$ cat src/rtl/core/erqm_ram.sv
// Generic single-port synchronous RAM with a registered read.
module erqm_ram #(
  parameter int unsigned WIDTH = 8,
  parameter int unsigned DEPTH = 16
) (
  input  logic                     clk_i,
  input  logic                     we_i,
  input  logic [$clog2(DEPTH)-1:0] addr_i,
  input  logic [WIDTH-1:0]         wdata_i,
  output logic [WIDTH-1:0]         rdata_o
);

  logic [WIDTH-1:0] mem_q [DEPTH];
  logic [WIDTH-1:0] rdata_q;

  always_ff @(posedge clk_i) begin
    if (we_i) begin
      mem_q[addr_i] <= wdata_i;
    end else begin
      rdata_q <= mem_q[addr_i];
    end
  end

  assign rdata_o = rdata_q;

endmodule

$ cat config.mk
export PLATFORM = sky130hd
export DESIGN_NAME = erqm_ram
export DESIGN_NICKNAME = d
export VERILOG_FILES = /design/src/rtl/core/erqm_ram.sv
export SDC_FILE = /design/constraint.sdc
export NUM_CORES = 1
export LEC_CHECK = 0
export BUFFER_PORTS_ARGS = -buffer_cell sky130_fd_sc_hd__buf_2
export CAP_MARGIN = 10
export CORE_MARGIN = 1
export CORE_UTILIZATION = 45
export CTS_BUF_LIST = sky130_fd_sc_hd__clkbuf_2 sky130_fd_sc_hd__clkbuf_4 sky130_fd_sc_hd__clkbuf_8
export DETAILED_ROUTE_END_ITERATION = 12
export HOLD_SLACK_MARGIN = 0.05
export PLACE_DENSITY = 0.66
export SLEW_MARGIN = 30
export SYNTH_ARGS = -nofsm -noshare
export SYNTH_HDL_FRONTEND = slang
export SYNTH_SLANG_ARGS = --single-unit
$ cat constraint.sdc
create_clock -name clk_i -period 3.1 [get_ports clk_i]
set_input_delay 0.31 -clock clk_i [delete_from_list [all_inputs] [get_ports clk_i]]
set_output_delay 0.31 -clock clk_i [all_outputs]
set_load 0.03 [all_outputs]
==> flow_summary.toml, run 1 <==
[status]
status = "completed"

[placement]
dpl.cell_count = 398
gp_congestion = 0.809
dp_hpwl_um = 6020
pre_cts_slack_ns = 0.820
io_buffers = 21

[sta]
rsz0062_at_grt = "no"
setup_tns_ns = 0
setup_violations = 0
fin_crit_sh = 0.584
slew_violations = 0
whs_ns = 0.290
tightest_slew_ns = 0.940
final.min_clock_period_ns = 1.81
fin_worst_skew_ns = 0.0116
slew_headroom = 0.373
setup_ws_ns = 1.29
finalHoldViolations = 0
fmax_mhz = 552

[setup_path]
arrival_ns = 1.98
crit_chain = "buf_2, buf_12, mux4_2, a22oi_1, nand2_1"
rr_startpoint = "mem_q[3][6]"
cp_max_fo = 20
r2r-end = "rdata_o[6]"
critical_path.top_delay_family = "buffers and inverters"
worstSetupEndpointType = "flop"
ff2ff_setup_slack_ns = 1.58
crit_buf_inv = 2
required_ns = 3.27
critPathKind = "in2reg"
reg2reg_depth = 3
cp_slowest_stage_delay_ns = 0.54
worst_setup_path_start_kind = "primary input"
slowest_stage = "mux4_2"

[grt]
grt_pass1_vias = 2491
grt_first_pass_wirelength_um = 14500
grt_overflow_total = 0
grt.total_usage = 0.182
antenna_found_initial = 0
grt_max_degree = 40

[floorplanning]
dieArea_um2 = 11900
core_region_area_um2 = 11000
initial_core_util = 0.469
dieHeight_um = 109
die_w_um = 109
rows = 38
io_pins = 22

[yosys]
synth-seq-area-share = 0.793
synth_fp_nets = 245
synthCells = 231
synth.avg_cell_area_um2 = 22.3
yosysWarnings = 0
synth.distinct_cells = 18
synth_area_um2 = 5150
ys_ff_latch = 136

[power]
fin_total_pwr_uw = 3950
worst_ir_drop_vdd_uv = 428
powerDensity_nw_per_um2 = 660
leakagePower_uw = 0.00196

[routing]
met3WireLength_um = 622
wl_met1_um = 4030
top_layer_used = "met4"
post_drt_wl_per_cell_um = 22.4
ant_nets = 0
via_count = 2417
drc = 0
drt-pass1-iter-count = 4
vias_per_cell = 5.62
drt-initial-drc-count = 148
wl_met2_um = 4880
routed_wl_um = 9630

[finish]
multi_input_area_um2 = 1010
nNetsFinal = 291
regArea_um2 = 4080
layoutNonFillerInstCount = 430
fill_cells = 834
area_delta_synth_final_pct = 16.0
drive_gt1_frac = 0.355
n_antenna_cell = 0

[min_path]
worstHoldStart = "wdata_i[0]"
hp-class = "in2reg"
hold_end = "mem_q[12][0]"
hold-path-cell-count = 1

[clocking]
clk-insertion-delay-late_ns = 0.43
cts-root-buf = "clkbuf_8"
htreeDepth = 4
cts_resized = 0
cts_hold_buffers = 0
post_cts_buffers = 0
ctsLongestPathBuffers = 2
clk_pin_slew_ns = 0.09
cts_tree = "yes"
cts_sinks = 136
cts_buffers = 17

[job]
maxCapViolCount = 0
-- worst register-to-register path, delay by kind of cell, from the launching register on --
family / cells / cell delay (ns)
mux: 1 / 0.49
flops: 1 / 0.36
compound gates: 1 / 0.33
simple gates: 1 / 0.09
-- metal layers --
layer  up-vias  GRT usage
li1       1062          -
met1      1265      0.239
met2        79      0.289
met3        11     0.0586
met4         0     0.0598
met5         -          0
-- Yosys cell counts --
library cell | number | area [um2]
mux4_2 | 32 | 721
nand3_1 | 1 | 5.00
nand3b_1 | 2 | 15.0
nand2b_1 | 2 | 12.5
clkbuf_2 | 1 | 5.00
nor2b_1 | 2 | 12.5
inv_1 | 1 | 3.75
buf_6 | 2 | 22.5
or3_1 | 1 | 6.26
clkbuf_1 | 2 | 7.51
nor2_1 | 13 | 48.8
nand2_1 | 9 | 33.8
and2_1 | 1 | 6.26
edfxtp_1 | 136 | 4080
nor3_1 | 4 | 20.0
a22oi_1 | 16 | 120
buf_2 | 2 | 10.0
buf_1 | 4 | 15.0
-- final cells by class --
cell class | instances | area share
repair buffers | 38 | 0.0410
well taps | 140 | 0.0293
inverters | 1 | 0.000628
flip-flops and latches | 136 | 0.684
clock inverters | 14 | 0.0366
clock buffers | 18 | 0.0404
multi-input cells | 83 | 0.168
-- power by group --
group	internal, uW	total [uW]	switching (uW)
logic	78.4	208	129
registers	2070	2080	9.84
clock network	975	1660	684
-- kinds of logic after synthesis --
logic type | Yosys count | share of synthesized area
buffers and inverters | 12 | 0.0124
AOI/OAI and AO/OA | 16 | 0.0233
muxes | 32 | 0.140
DFF | 136 | 0.793
and+or+nand+nor | 35 | 0.0311
-- state kept, by name, indices dropped and copies added, names as in the netlist --
| register | cells |
|---|---|
| mem_q | 128 |
| rdata_o | 8 |
-- worst max path at each step --
| stage | from | endpoint | slack (ns) | cells past startpoint |
|---|---|---|---|---|
| after floorplan | we_i | mem_q[0][0] | 1.30 | 3 |
| after global placement | addr_i[0] | rdata_o[1] | 0.90 | 5 |
| after detailed placement | addr_i[0] | rdata_o[1] | 0.82 | 5 |
| after CTS | addr_i[0] | rdata_o[1] | 1.29 | 5 |
| after global routing | addr_i[0] | rdata_o[1] | 1.20 | 5 |
| final | addr_i[0] | rdata_o[1] | 1.29 | 5 |
-- metrics by stage --
step / util / instance area (um2)
finish: 0.544 / 5970
global route: 0.544 / 5970
CTS: 0.544 / 5970
detailed placement: 0.502 / 5510
global placement: 0.502 / 5510
floorplan: - / 5150
-- layout by cell type, fill, tap and decap left out --
| cell type | instances |
|---|---|
| nand2b_1 | 2 |
| nor3_1 | 3 |
| clkinv_2 | 2 |
| bufinv_16 | 5 |
| nand3b_1 | 2 |
| clkbuf_4 | 1 |
| and2_1 | 1 |
| inv_1 | 1 |
| buf_2 | 21 |
| buf_4 | 16 |
| buf_12 | 1 |
| or3_1 | 1 |
| clkinv_4 | 1 |
| inv_6 | 4 |
| nor2b_1 | 2 |
| nand3_1 | 1 |
| clkbuf_8 | 17 |
| edfxtp_1 | 136 |
| clkinvlp_4 | 2 |
| mux4_2 | 32 |
| nand2_1 | 9 |
| nor2_1 | 13 |
| nor3_2 | 1 |
| a22oi_1 | 16 |
Power figures use the tool's default switching activity.
==> run 2, diff against run 1 <==
==> constraint.sdc (replaced) <==
create_clock -name clk_i -period 1.7 [get_ports clk_i]
set_input_delay 0.17 -clock clk_i [delete_from_list [all_inputs] [get_ports clk_i]]
set_output_delay 0.17 -clock clk_i [all_outputs]
set_load 0.03 [all_outputs]
==> run 2 against run 1 <==
  * Cell area rose by 1.3%
  * Power grew 77%
  * Clock skew is 0.0033 ns lower
  * Clock power up 67%
  * Critical path type is now reg2reg
  * Critical endpoint unchanged
==> flow_summary.toml, run 2 (synthesized netlist as in run 1, its figures left out) <==
[finish]
regMostFlops = "mem_q"
n_antenna_cell = 0
fill_cells = 803
largest_register_ffs = 128
layout_commonest_cell = "edfxtp_1"
area_delta_synth_final_pct = 17.5
drive_gt1_frac = 0.380
nNetsFinal = 304
layout_common_cells = "edfxtp_1, mux4_2, buf_4"

[routing]
wl_met1_um = 4460
drc = 0
vias_per_cell = 5.50
top_layer_used = "met4"
post_drt_wl_per_cell_um = 21.9
drt-pass1-iter-count = 4
ant_nets = 0
via_count = 2438
drt-initial-drc-count = 120
routed_wl_um = 9710
met3WireLength_um = 346
wl_met2_um = 4740

[sta]
finalHoldViolations = 0
fmax_mhz = 641
fin_crit_sh = 0.918
final.min_clock_period_ns = 1.56
tightest_slew_ns = 0.389
slew_violations = 0
whs_ns = 0.115
rsz0062_at_grt = "no"
fin_worst_skew_ns = 0.00837
setup_tns_ns = 0
setup_violations = 0
slew_headroom = 0.741

[floorplanning]
core_region_area_um2 = 11000
rows = 38
die_w_um = 109
dieHeight_um = 109
initial_core_util = 0.469
dieArea_um2 = 11900
io_pins = 22

[power]
p_switching_uw = 1530
powerDensity_nw_per_um2 = 1150
combinationalPowerShare = 0.057
switching_share = 0.219
power_frac_seq = 0.544
internal_power_uw = 5440
worst_ir_drop_vdd_uv = 815
leakagePower_uw = 0.00201
clkPwrFrac = 0.399

[setup_path]
required_ns = 1.88
worst_setup_path_start_kind = "flop"
crit_chain = "mux4_2, a22oi_1, nand2_1"
worstSetupEndpointType = "flop"
arrival_ns = 1.74
slowest_stage = "mux4_2"
critPathKind = "reg2reg"
crit_buf_inv = 0
cp_slowest_stage_delay_ns = 0.48
critical_path.top_delay_family = "multiplexers"
cp_max_fo = 1

[job]
maxCapViolCount = 0

[placement]
dp_hpwl_um = 6300
gp_congestion = 0.744
io_buffers = 21

[clocking]
cts_sinks = 136
clk_pin_slew_ns = 0.08
clk-insertion-delay-late_ns = 0.44
cts_hold_buffers = 0
ctsLongestPathBuffers = 2
cts_resized = 0
cts-root-buf = "clkbuf_8"
htreeDepth = 4
cts_tree = "yes"
post_cts_buffers = 0
cts_buffers = 17

[min_path]
hp-class = "in2reg"

[grt]
grt.total_usage = 0.186
grt_first_pass_wirelength_um = 15000
grt_max_degree = 25
grt_pass1_vias = 2596
antenna_found_initial = 0
grt_overflow_total = 0

[status]
status = "completed"
run 2: layout make-up:
class | instances | area (um2) | area share
Sequential cell | 136 | 4080 | 0.675
Multi-Input combinational cell | 83 | 1000 | 0.165
Timing Repair Buffer | 51 | 368 | 0.0608
Clock buffer | 19 | 249 | 0.0411
Tap cell | 140 | 175 | 0.0289
Clock inverter | 13 | 171 | 0.0283
Inverter | 1 | 3.75 | 0.000620
run 2: routing by layer:
metal / vias to the layer above / GRT usage
met2: 59 / 0.288
met3: 13 / 0.0508
met1: 1278 / 0.253
met4: 0 / 0.0695
met5: - / 0
li1: 1088 / -
run 2: path summary, 6_finish.rpt:
kind,start,endpoint,slack [ns],cells past startpoint
setup reg to reg,mem_q[3][1],rdata_o[1],0.14,3
hold / removal,wdata_i[5],mem_q[7][5],0.11,1
hold reg to reg,mem_q[12][3],rdata_o[3],0.75,3
setup / recovery,mem_q[3][1],rdata_o[1],0.14,3
run 2: worst reg2reg max path: stages (launching register included):
cell      delay, ns
edfxtp_1       0.38
mux4_2         0.48
a22oi_1        0.35
nand2_1        0.10
run 2: power groups by stage:
stage	Combinational (uW)	Sequential [uW]	Clock, uW
2_1_floorplan	196	3900	0
3_3_place_gp	396	3870	0
3_5_place_dp	403	3870	0
4_1_cts	403	3790	2810
5_1_grt	430	3800	2960
6_report	398	3790	2780
run 2: through the flow:
stage / area, um2 / setup slack (ns) / power (uW) / instances / utilization
floorplan: 5150 / 0.0439 / 4090 / 231 / -
global placement: 5630 / -0.0466 / 4260 / 411 / 0.513
detailed placement: 5630 / -0.0532 / 4270 / 411 / 0.513
CTS: 6050 / 0.172 / 7010 / 443 / 0.551
global route: 6050 / 0.0738 / 7190 / 443 / 0.551
finish: 6050 / 0.139 / 6970 / 443 / 0.551
